<file path="config.mk">
export PLATFORM = sky130hd
export DESIGN_NAME = sha1_message_digest
export DESIGN_NICKNAME = d
export VERILOG_FILES = /design/src/hw/rtl/sha1md_pkg.sv /design/src/hw/rtl/sha1_message_digest.sv /design/src/hw/rtl/sha1md_dp.sv /design/src/hw/rtl/sha1md_ctrl.sv
export VERILOG_INCLUDE_DIRS = /design/src /design/src/hw/rtl
export SDC_FILE = /design/constraint.sdc
export NUM_CORES = 2
export LEC_CHECK = 0
export BUFFER_PORTS_ARGS = -buffer_cell sky130_fd_sc_hd__buf_2
export CAP_MARGIN = 20
export CORE_ASPECT_RATIO = 0.75
export CORE_MARGIN = 4
export CORE_UTILIZATION = 53
export DETAILED_ROUTE_END_ITERATION = 10
export GPL_ROUTABILITY_DRIVEN = 0
export HOLD_SLACK_MARGIN = 0.15
export MAX_ROUTING_LAYER = met4
export PLACE_DENSITY = 0.72
export REMOVE_ABC_BUFFERS = 1
export SLEW_MARGIN = 20
export SYNTH_ARGS = -nofsm -noshare
export SYNTH_HDL_FRONTEND = slang
export SYNTH_SLANG_ARGS = --single-unit
</file>
<file path="constraint.sdc">
create_clock -name aclk -period 8.95 [get_ports aclk]
set_input_delay 1.3425 -clock aclk [delete_from_list [all_inputs] [get_ports aclk]]
set_output_delay 1.3425 -clock aclk [all_outputs]
set_load 0.02 [all_outputs]
</file>
<file path="src/hw/rtl/sha1_message_digest_assert.svh">
// assertion macros for the sha1 digest rtl, used by sha1md_ctrl
// expects aclk and aresetn in the scope of each use
`ifndef SHA1_MESSAGE_DIGEST_ASSERT_SVH
`define SHA1_MESSAGE_DIGEST_ASSERT_SVH

// condition holds in the same cycle
`define SHA1MD_ASSERT_SAME(label, ante, cons) \
    label: assert property (@(posedge aclk) disable iff (!aresetn) (ante) |-> (cons)) \
        else $error("sha1md same-cycle check failed");

// condition holds in the next cycle
`define SHA1MD_ASSERT_NEXT(label, ante, cons) \
    label: assert property (@(posedge aclk) disable iff (!aresetn) (ante) |=> (cons)) \
        else $error("sha1md next-cycle check failed");

`endif

</file>
<file path="src/hw/rtl/sha1md_pkg.sv">
// types, constants and round functions for the sha1 digest block
// no dependencies; used by sha1md_ctrl, sha1md_dp and the top level
package sha1md_pkg;

    localparam int WORD_W      = 32;
    localparam int LEN_W       = 61;
    localparam int DIGEST_N    = 5;

    localparam logic [31:0] CHAIN_INIT [DIGEST_N] = '{
        32'h67452301, 32'hefcdab89, 32'h98badcfe, 32'h10325476, 32'hc3d2e1f0
    };
    localparam logic [31:0] MARK_WORD  = 32'h80000000;
    localparam logic [7:0]  PAD_BYTE   = 8'h80;

    localparam logic [3:0] FILL_LAST   = 4'd15;
    localparam logic [3:0] FILL_LEN    = 4'd14;
    localparam logic [6:0] ROUND_LAST  = 7'd79;
    localparam logic [6:0] ROUND_PH1   = 7'd20;
    localparam logic [6:0] ROUND_PH2   = 7'd40;
    localparam logic [6:0] ROUND_PH3   = 7'd60;
    localparam logic [2:0] OUT_LAST    = 3'd4;
    localparam logic [2:0] BYTES_FULL  = 3'd4;

    // controller states
    typedef enum logic [2:0] {
        ST_IDLE,
        ST_PAD,
        ST_ROUND,
        ST_ADD,
        ST_OUT
    } state_t;

    // padding sequence after the final item
    typedef enum logic [1:0] {
        PS_TAIL,
        PS_MARK,
        PS_ZERO,
        PS_LEN_LO
    } pad_step_t;

    // source of a word shifted into the block buffer
    typedef enum logic [2:0] {
        SRC_INPUT,
        SRC_TAIL,
        SRC_TAIL_PAD,
        SRC_MARK,
        SRC_ZERO,
        SRC_LEN_HI,
        SRC_LEN_LO
    } word_src_t;

    // round groups of twenty
    typedef enum logic [1:0] {
        PH_CHOOSE,
        PH_PARITY_A,
        PH_MAJORITY,
        PH_PARITY_B
    } round_phase_t;

    typedef struct packed {
        logic         accept;
        logic         push;
        word_src_t    word_src;
        logic         wv_load;
        logic         round_en;
        round_phase_t phase;
        logic         chain_add;
        logic         chain_reload;
        logic [2:0]   out_sel;
    } dp_cmd_t;

    typedef struct packed {
        logic tail_full;
    } dp_status_t;

    function automatic logic [31:0] rotl1(input logic [31:0] x);
        return {x[30:0], x[31]};
    endfunction

    function automatic logic [31:0] rotl5(input logic [31:0] x);
        return {x[26:0], x[31:27]};
    endfunction

    function automatic logic [31:0] rotl30(input logic [31:0] x);
        return {x[1:0], x[31:2]};
    endfunction

    function automatic logic [31:0] round_f(input round_phase_t ph, input logic [31:0] b,
                                            input logic [31:0] c, input logic [31:0] d);
        logic [31:0] f;
        case (ph)
            PH_CHOOSE:   f = ((c ^ d) & b) ^ d;
            PH_MAJORITY: f = (b & c) | (b & d) | (c & d);
            default:     f = b ^ c ^ d;
        endcase
        return f;
    endfunction

    function automatic logic [31:0] round_k(input round_phase_t ph);
        logic [31:0] k;
        case (ph)
            PH_CHOOSE:   k = 32'h5A827999;
            PH_PARITY_A: k = 32'h6ED9EBA1;
            PH_MAJORITY: k = 32'h8F1BBCDC;
            default:     k = 32'hCA62C1D6;
        endcase
        return k;
    endfunction

    // partial final word: keep the valid bytes, then the 0x80 marker
    function automatic logic [31:0] pad_word(input logic [31:0] data, input logic [1:0] cnt);
        logic [31:0] w;
        case (cnt)
            2'd0:    w = {PAD_BYTE, 24'h000000};
            2'd1:    w = {data[31:24], PAD_BYTE, 16'h0000};
            2'd2:    w = {data[31:16], PAD_BYTE, 8'h00};
            default: w = {data[31:8], PAD_BYTE};
        endcase
        return w;
    endfunction

endpackage

</file>
<file path="src/hw/rtl/sha1_message_digest.sv">
// top level of the sha1 message digest block
// instantiates sha1md_ctrl and sha1md_dp; depends on sha1md_pkg
//
// SHA-1 over a byte message sent as 32-bit big-endian words (first byte in bits
// 31..24); only the item with s_last_item set may carry fewer than four bytes.
// Words are taken back to back within a block. Every sixteenth word starts a
// compression that uses a single round unit, one round per cycle: 80 rounds and
// then a fold into the chain value, and s_ready stays low until the fold is done.
// After the final item the padding words go into the buffer one a cycle between
// compressions (up to 16, more when an extra block is needed), each full block is
// again compressed, and then the five digest words come out on m_* as five items,
// index 0 first, at one per cycle while m_ready stays high. No input item is
// taken until the fifth digest word is accepted; the next message then starts
// from the initial chain value. The bit length wraps modulo 2^64.
module sha1_message_digest (
    input  logic        aclk,
    input  logic        aresetn,
    input  logic        s_valid,
    output logic        s_ready,
    input  logic [31:0] s_data_word,
    input  logic [2:0]  s_byte_count,
    input  logic        s_last_item,
    output logic        m_valid,
    input  logic        m_ready,
    output logic [31:0] m_digest_word,
    output logic [2:0]  m_word_index,
    output logic        m_last_word
);
    import sha1md_pkg::*;

    dp_cmd_t    cmd;
    dp_status_t status;

    // control
    sha1md_ctrl u_ctrl (
        .aclk         (aclk),
        .aresetn      (aresetn),
        .s_valid      (s_valid),
        .s_last_item  (s_last_item),
        .s_ready      (s_ready),
        .m_valid      (m_valid),
        .m_ready      (m_ready),
        .m_word_index (m_word_index),
        .m_last_word  (m_last_word),
        .cmd          (cmd),
        .status       (status)
    );

    // datapath
    sha1md_dp u_dp (
        .aclk          (aclk),
        .aresetn       (aresetn),
        .s_data_word   (s_data_word),
        .s_byte_count  (s_byte_count),
        .s_last_item   (s_last_item),
        .cmd           (cmd),
        .status        (status),
        .m_digest_word (m_digest_word)
    );

endmodule

</file>
<file path="src/hw/rtl/sha1md_dp.sv">
// datapath of the sha1 digest: block buffer / schedule shift line, round unit,
// chain value, message length and tail capture; depends on sha1md_pkg
module sha1md_dp (
    input  logic                 aclk,
    input  logic                 aresetn,
    input  logic [31:0]          s_data_word,
    input  logic [2:0]           s_byte_count,
    input  logic                 s_last_item,
    input  sha1md_pkg::dp_cmd_t  cmd,
    output sha1md_pkg::dp_status_t status,
    output logic [31:0]          m_digest_word
);
    import sha1md_pkg::*;

    logic [31:0]      sched_reg  [16];
    logic [31:0]      sched_next [16];
    logic [31:0]      wv_reg     [DIGEST_N];
    logic [31:0]      wv_next    [DIGEST_N];
    logic [31:0]      chain_reg  [DIGEST_N];
    logic [31:0]      chain_next [DIGEST_N];
    logic [LEN_W-1:0] len_reg;
    logic [LEN_W-1:0] len_next;
    logic [31:0]      tail_word_reg;
    logic [31:0]      tail_word_next;
    logic [2:0]       tail_cnt_reg;
    logic [2:0]       tail_cnt_next;

    logic [31:0]      push_word;
    logic [31:0]      sched_word;
    logic [31:0]      temp_word;
    logic [2:0]       eff_cnt;
    logic [2:0]       sat_cnt;

    // word pushed into the block buffer
    always_comb begin
        case (cmd.word_src)
            SRC_INPUT:    push_word = s_data_word;
            SRC_TAIL:     push_word = tail_word_reg;
            SRC_TAIL_PAD: push_word = pad_word(tail_word_reg, tail_cnt_reg[1:0]);
            SRC_MARK:     push_word = MARK_WORD;
            SRC_LEN_HI:   push_word = len_reg[60:29];
            SRC_LEN_LO:   push_word = {len_reg[28:0], 3'b000};
            default:      push_word = '0;
        endcase
    end

    // message schedule word and round sum
    assign sched_word = rotl1(sched_reg[13] ^ sched_reg[8] ^ sched_reg[2] ^ sched_reg[0]);
    assign temp_word  = rotl5(wv_reg[0]) + round_f(cmd.phase, wv_reg[1], wv_reg[2], wv_reg[3])
                        + wv_reg[4] + sched_reg[0] + round_k(cmd.phase);

    // shift line: filled by pushes, then walked by the schedule during rounds
    always_comb begin
        for (int i = 0; i < 16; i++) begin
            sched_next[i] = sched_reg[i];
        end
        if (cmd.push || cmd.round_en) begin
            for (int i = 0; i < 15; i++) begin
                sched_next[i] = sched_reg[i+1];
            end
            sched_next[15] = cmd.round_en ? sched_word : push_word;
        end
    end

    // working variables a..e
    always_comb begin
        for (int i = 0; i < DIGEST_N; i++) begin
            wv_next[i] = wv_reg[i];
        end
        if (cmd.wv_load) begin
            for (int i = 0; i < DIGEST_N; i++) begin
                wv_next[i] = chain_reg[i];
            end
        end else if (cmd.round_en) begin
            wv_next[0] = temp_word;
            wv_next[1] = wv_reg[0];
            wv_next[2] = rotl30(wv_reg[1]);
            wv_next[3] = wv_reg[2];
            wv_next[4] = wv_reg[3];
        end
    end

    // chain value update and reload
    always_comb begin
        for (int i = 0; i < DIGEST_N; i++) begin
            chain_next[i] = chain_reg[i];
            if (cmd.chain_add) begin
                chain_next[i] = chain_reg[i] + wv_reg[i];
            end else if (cmd.chain_reload) begin
                chain_next[i] = CHAIN_INIT[i];
            end
        end
    end

    // byte length and tail capture
    assign sat_cnt = (s_byte_count > BYTES_FULL) ? BYTES_FULL : s_byte_count;
    assign eff_cnt = s_last_item ? sat_cnt : BYTES_FULL;

    always_comb begin
        len_next       = len_reg;
        tail_word_next = tail_word_reg;
        tail_cnt_next  = tail_cnt_reg;
        if (cmd.chain_reload) begin
            len_next = '0;
        end else if (cmd.accept) begin
            len_next = len_reg + {{(LEN_W-3){1'b0}}, eff_cnt};
        end
        if (cmd.accept && s_last_item) begin
            tail_word_next = s_data_word;
            tail_cnt_next  = sat_cnt;
        end
    end

    always_ff @(posedge aclk) begin
        if (!aresetn) begin
            len_reg <= '0;
            for (int i = 0; i < DIGEST_N; i++) begin
                chain_reg[i] <= CHAIN_INIT[i];
            end
        end else begin
            len_reg <= len_next;
            for (int i = 0; i < DIGEST_N; i++) begin
                chain_reg[i] <= chain_next[i];
            end
        end
    end

    // payload registers, no reset
    always_ff @(posedge aclk) begin
        for (int i = 0; i < 16; i++) begin
            sched_reg[i] <= sched_next[i];
        end
        for (int i = 0; i < DIGEST_N; i++) begin
            wv_reg[i] <= wv_next[i];
        end
        tail_word_reg <= tail_word_next;
        tail_cnt_reg  <= tail_cnt_next;
    end

    assign status.tail_full = (tail_cnt_reg == BYTES_FULL);

    // digest word select
    always_comb begin
        case (cmd.out_sel)
            3'd0:    m_digest_word = chain_reg[0];
            3'd1:    m_digest_word = chain_reg[1];
            3'd2:    m_digest_word = chain_reg[2];
            3'd3:    m_digest_word = chain_reg[3];
            default: m_digest_word = chain_reg[4];
        endcase
    end

endmodule

</file>
<file path="src/hw/rtl/sha1md_ctrl.sv">
// controller of the sha1 digest: item handshake, block fill count, padding
// sequence, round counter and digest output; depends on sha1md_pkg and the assert header
`include "sha1_message_digest_assert.svh"

module sha1md_ctrl (
    input  logic                   aclk,
    input  logic                   aresetn,
    input  logic                   s_valid,
    input  logic                   s_last_item,
    output logic                   s_ready,
    output logic                   m_valid,
    input  logic                   m_ready,
    output logic [2:0]             m_word_index,
    output logic                   m_last_word,
    output sha1md_pkg::dp_cmd_t    cmd,
    input  sha1md_pkg::dp_status_t status
);
    import sha1md_pkg::*;

    state_t     state_reg,    state_next;
    pad_step_t  step_reg,     step_next;
    logic [3:0] fill_reg,     fill_next;
    logic [6:0] round_reg,    round_next;
    logic [2:0] out_idx_reg,  out_idx_next;
    logic       final_reg,    final_next;
    logic       resume_reg,   resume_next;

    // next state
    always_comb begin
        state_next   = state_reg;
        step_next    = step_reg;
        fill_next    = fill_reg;
        round_next   = round_reg;
        out_idx_next = out_idx_reg;
        final_next   = final_reg;
        resume_next  = resume_reg;
        case (state_reg)
            ST_IDLE: begin
                if (s_valid) begin
                    if (s_last_item) begin
                        state_next = ST_PAD;
                        step_next  = PS_TAIL;
                    end else begin
                        fill_next = fill_reg + 4'd1;
                        if (fill_reg == FILL_LAST) begin
                            state_next  = ST_ROUND;
                            resume_next = 1'b0;
                            final_next  = 1'b0;
                        end
                    end
                end
            end
            ST_PAD: begin
                fill_next = fill_reg + 4'd1;
                case (step_reg)
                    PS_TAIL:   step_next = status.tail_full ? PS_MARK : PS_ZERO;
                    PS_MARK:   step_next = PS_ZERO;
                    PS_ZERO:   step_next = (fill_reg == FILL_LEN) ? PS_LEN_LO : PS_ZERO;
                    PS_LEN_LO: step_next = PS_LEN_LO;
                    default:   step_next = PS_TAIL;
                endcase
                if (fill_reg == FILL_LAST) begin
                    state_next  = ST_ROUND;
                    resume_next = 1'b1;
                    final_next  = (step_reg == PS_LEN_LO);
                end
            end
            ST_ROUND: begin
                round_next = round_reg + 7'd1;
                if (round_reg == ROUND_LAST) begin
                    round_next = '0;
                    state_next = ST_ADD;
                end
            end
            ST_ADD: begin
                if (final_reg) begin
                    state_next = ST_OUT;
                end else if (resume_reg) begin
                    state_next = ST_PAD;
                end else begin
                    state_next = ST_IDLE;
                end
            end
            ST_OUT: begin
                if (m_ready) begin
                    if (out_idx_reg == OUT_LAST) begin
                        out_idx_next = '0;
                        final_next   = 1'b0;
                        state_next   = ST_IDLE;
                    end else begin
                        out_idx_next = out_idx_reg + 3'd1;
                    end
                end
            end
            default: state_next = ST_IDLE;
        endcase
    end

    // outputs and datapath commands
    always_comb begin
        cmd         = '0;
        cmd.out_sel = out_idx_reg;
        s_ready     = 1'b0;
        m_valid     = 1'b0;
        case (state_reg)
            ST_IDLE: begin
                s_ready      = 1'b1;
                cmd.accept   = s_valid;
                cmd.push     = s_valid && !s_last_item;
                cmd.word_src = SRC_INPUT;
                cmd.wv_load  = s_valid && !s_last_item && (fill_reg == FILL_LAST);
            end
            ST_PAD: begin
                cmd.push    = 1'b1;
                cmd.wv_load = (fill_reg == FILL_LAST);
                case (step_reg)
                    PS_TAIL:   cmd.word_src = status.tail_full ? SRC_TAIL : SRC_TAIL_PAD;
                    PS_MARK:   cmd.word_src = SRC_MARK;
                    PS_ZERO:   cmd.word_src = (fill_reg == FILL_LEN) ? SRC_LEN_HI : SRC_ZERO;
                    PS_LEN_LO: cmd.word_src = SRC_LEN_LO;
                    default:   cmd.word_src = SRC_ZERO;
                endcase
            end
            ST_ROUND: begin
                cmd.round_en = 1'b1;
                if (round_reg < ROUND_PH1) begin
                    cmd.phase = PH_CHOOSE;
                end else if (round_reg < ROUND_PH2) begin
                    cmd.phase = PH_PARITY_A;
                end else if (round_reg < ROUND_PH3) begin
                    cmd.phase = PH_MAJORITY;
                end else begin
                    cmd.phase = PH_PARITY_B;
                end
            end
            ST_ADD: begin
                cmd.chain_add = 1'b1;
            end
            ST_OUT: begin
                m_valid          = 1'b1;
                cmd.chain_reload = m_ready && (out_idx_reg == OUT_LAST);
            end
            default: begin
                s_ready = 1'b0;
            end
        endcase
    end

    assign m_word_index = out_idx_reg;
    assign m_last_word  = (out_idx_reg == OUT_LAST);

    always_ff @(posedge aclk) begin
        if (!aresetn) begin
            state_reg   <= ST_IDLE;
            step_reg    <= PS_TAIL;
            fill_reg    <= '0;
            round_reg   <= '0;
            out_idx_reg <= '0;
            final_reg   <= 1'b0;
            resume_reg  <= 1'b0;
        end else begin
            state_reg   <= state_next;
            step_reg    <= step_next;
            fill_reg    <= fill_next;
            round_reg   <= round_next;
            out_idx_reg <= out_idx_next;
            final_reg   <= final_next;
            resume_reg  <= resume_next;
        end
    end

    // a compression always starts from round zero with an empty buffer count
    `SHA1MD_ASSERT_NEXT(a_block_start, cmd.wv_load, (state_reg == ST_ROUND) && (round_reg == '0) && (fill_reg == '0))
    // no item is taken while a digest is on offer
    `SHA1MD_ASSERT_SAME(a_ready_excl, m_valid, !s_ready)
    // after the fifth digest word the block is back to an empty message
    `SHA1MD_ASSERT_NEXT(a_msg_done, m_valid && m_ready && m_last_word, s_ready && (fill_reg == '0) && !final_reg)
    // digest index stays within the five words
    `SHA1MD_ASSERT_SAME(a_index_range, m_valid, out_idx_reg <= OUT_LAST)

endmodule

</file>
==> key figures <==
Clock network
  – Total setup buffers inserted after CTS: 0
  – Clock latency on the worst-skew pair: 690 ps
  – Inserted Clock Buffers: 92
  – CTS hold repair buffers: 0
  – CTS tree: built
  – Clock Path Buffers: 3
  – H-Tree Depth: 3
  – Root buf cell: clkbuf_16
  – Post_cts resized: 0
  – Clk pin slew, worst setup/hold paths: 70 ps
  – Clock sink count: 949

Setup path
  – CP Max Fanout: 56
  – Critical path startpoint category: flop
  – CP Data Arrival Time: 7680 ps
  – WP data required: 9370 ps
  – Critical Path Sink Type: flop
  – Crit path kind: flop to flop

GRT
  – Total GRT Usage: 26.4%
  – Antenna violations before repair: 3
  – Vias in the first global route: 31743
  – First-pass GRT wire length: 190000 um
  – Congestion Overflow GR: 0
  – Pin count of the biggest net entering global routing: 210

Detailed routing
  – Vias: 34321
  – Detailed Route WL: 126000 um
  – Number of iterations in the first detailed-routing pass: 9
  – Drt wl/cell: 22.3 um
  – ANT nets after route: 0
  – Via/cell ratio: 6.05
  – DR iter-0 viols: 4065
  – DRC viols: 0

Logic synthesis
  – Synth cell types: 85
  – #FFs+latches synth: 949
  – Asr flop ratio synth: 0%
  – Post-Syn Area per Cell: 11.1 sq um
  – Post-synthesis cell area: 48400 sq um
  – Synth Instances: 4341
  – Synth warnings: 0
  – Post-synth top flop: edfxtp_1
  – Post-synth EDFFs: 707
  – Sequential-to-total area share from yosys stat: 53.9%

Timing
  – Clock skew: 25.2 ps
  – Final Hold Viols: 0
  – Setup-failing EPs final: 0
  – Fin crit share: 81.1%
  – Minimum clock period: 7260 ps
  – Slew @ Worst Pin: 1110 ps
  – Setup TNS: 0 ps
  – RSZ-0062 raised after global routing: no
  – Final Slew Violations: 0
  – Max_slew headroom: 26.1%
  – Peak Freq: 138 MHz

Floorplan
  – Core area: 90100 sq um
  – # rows: 95
  – I/O Pins: 78
  – Die Area: 96200 sq um
  – Die Y: 270 um
  – Starting Density: 53.7%
  – Die W: 357 um

Final layout
  – Fraction of layout cells with a size suffix above 1: 6.69%
  – # nets final: 4781
  – Cell area after layout: 53100 sq um
  – Max reg flops: 512
  – Layout fillers: 7407
  – Layout area overhead: 9.70%

Placement
  – Dpl hpwl: 86800 um
  – Placed Area: 50000 sq um
  – IO Port Bufs: 77

Flow run
  – Max_cap viols: 0

Power
  – Lkg Pwr: 20.1 nW
  – VDD IR max: 0.207 mV
  – Power density over the cells: 182 nW/um^2

Outcome
  – Status: finished, final reports clean

Min path
  – Hold crit path type: flop to flop
-- report_power, final --
group          total (mW)  internal (mW)  switching (mW)
Sequential           5.06           4.98          0.0823
Combinational       0.660          0.257           0.403
Clock                3.94           2.20            1.74
-- layout by cell type, fill, tap and decap left out, drive strengths merged, types with 27 or more instances in the layout --
master  netlist  routed
ha          271     271
o22ai        72      72
buf          15     111
clkbuf      155     122
a222oi       30      30
xor2        112     112
edfxtp      707     707
a21boi       31      31
o21bai       27      27
nor2b       116     116
a31oi        81      81
o21ai       172     172
nand2       607     607
and3         37      37
clkinv        0      38
nor3         44      44
a21o         82      82
a22oi       110     110
nand3        51      51
inv         181     182
fa           94      94
nor2        282     282
a21oi       248     248
nand4        27      27
dfxtp       242     242
xnor2       232     232
a211oi       38      38
-- synth_stat cells, types with 7 or more instances --
library cell  instances  area [sq um]
a2111oi_0            14           123
a22oi_1             110           826
dfxtp_1             242          4840
a31oi_1              81           507
xnor2_1             232          2030
o21bai_1             27           203
a21boi_0             31           233
clkbuf_1            154           578
or2_2                11          68.8
and3_1               37           231
o31ai_1              10          75.1
o22ai_1              72           450
o21ai_0             167           836
ha_1                271          3390
xor2_1              112           981
nand3_1              51           255
nor3_1               42           210
a211oi_1             38           285
a211o_1               7          61.3
a222oi_1             30           300
nand2_1             607          2280
inv_1               180           676
nor2_1              282          1060
a21oi_1             248          1240
edfxtp_1            707         21200
and4_1                7          61.3
fa_1                 94          1880
nor2b_1             116           726
o21a_1               24           180
nand4_1              26           163
o211ai_1             14           105
nor4_1               10          62.6
or3_1                22           138
and2_1               20           125
nand2b_1             24           150
a21o_1               80           601
buf_1                 8          30.0
o2111ai_1             7          61.3
-- worst max-delay path, cell delays in order (launching register included) --
cell and delay, ps:
dfxtp_1 710, nor3b_1 660, o21ai_0 390, inv_1 170, ha_1 160, buf_4 300
inv_2 460, fa_1 650, fa_1 550, inv_1 40, ha_1 350, a21o_1 210
a221oi_1 400, a21bo_2 270, a311oi_1 400, o21ai_1 180, and2_1 180, a211o_1 300
a311oi_1 330, xor2_1 180, o21ai_1 70
-- layout make-up --
type	count	area, sq um	share of cell area [%]
antenna	4	10.0	0.0189
sequential	949	26100	49.1
inverter	181	679	1.28
clock inverter	51	578	1.09
tap	1212	1520	2.86
timing repair buffer	111	693	1.31
clock buffer	122	2470	4.65
multi-input combinational	3041	21000	39.7
-- logic make-up after synthesis --
kind of cell	after synthesis	synth area share, %
DFF	949	53.9
adders and majority gates	365	10.9
xor gates and xnor gates	344	6.23
buffers and inverters	351	2.76
muxes	4	0.0828
and+or+nand+nor	1286	12.0
AOI/OAI and AO/OA	1042	14.1
-- per-layer routing --
layer | wire (um) | GRT usage (%)
met3 | 15200 | 6.00
met1 | 56700 | 40.1
met4 | 3220 | 6.97
met2 | 51400 | 35.5
met5 | 0 | -
-- worst paths after layout --
path	from	to	slack, ps	depth (start not counted)
max	u_ctrl.state_reg[1]	u_dp.wv_reg[0][30]	1690	20
min	u_dp.sched_reg[2][19]	u_dp.sched_reg[1][51]	410	0
max reg2reg	u_ctrl.state_reg[1]	u_dp.wv_reg[0][30]	1690	20
min reg2reg	u_dp.sched_reg[2][19]	u_dp.sched_reg[1][51]	410	0
-- per-stage QoR --
step	setup slack, ps	utilization, %	hold WS, ps	power [mW]	std cells
6_report	1690	58.9	408	9.66	5671
4_1_cts	1730	58.9	409	9.74	5667
3_5_place_dp	1750	55.5	405	5.81	5494
3_3_place_gp	1990	55.5	400	5.78	5494
5_1_grt	1190	58.9	416	10.0	5670
2_1_floorplan	-5240	-	400	5.63	4171
(Power assumes the default switching activity.)
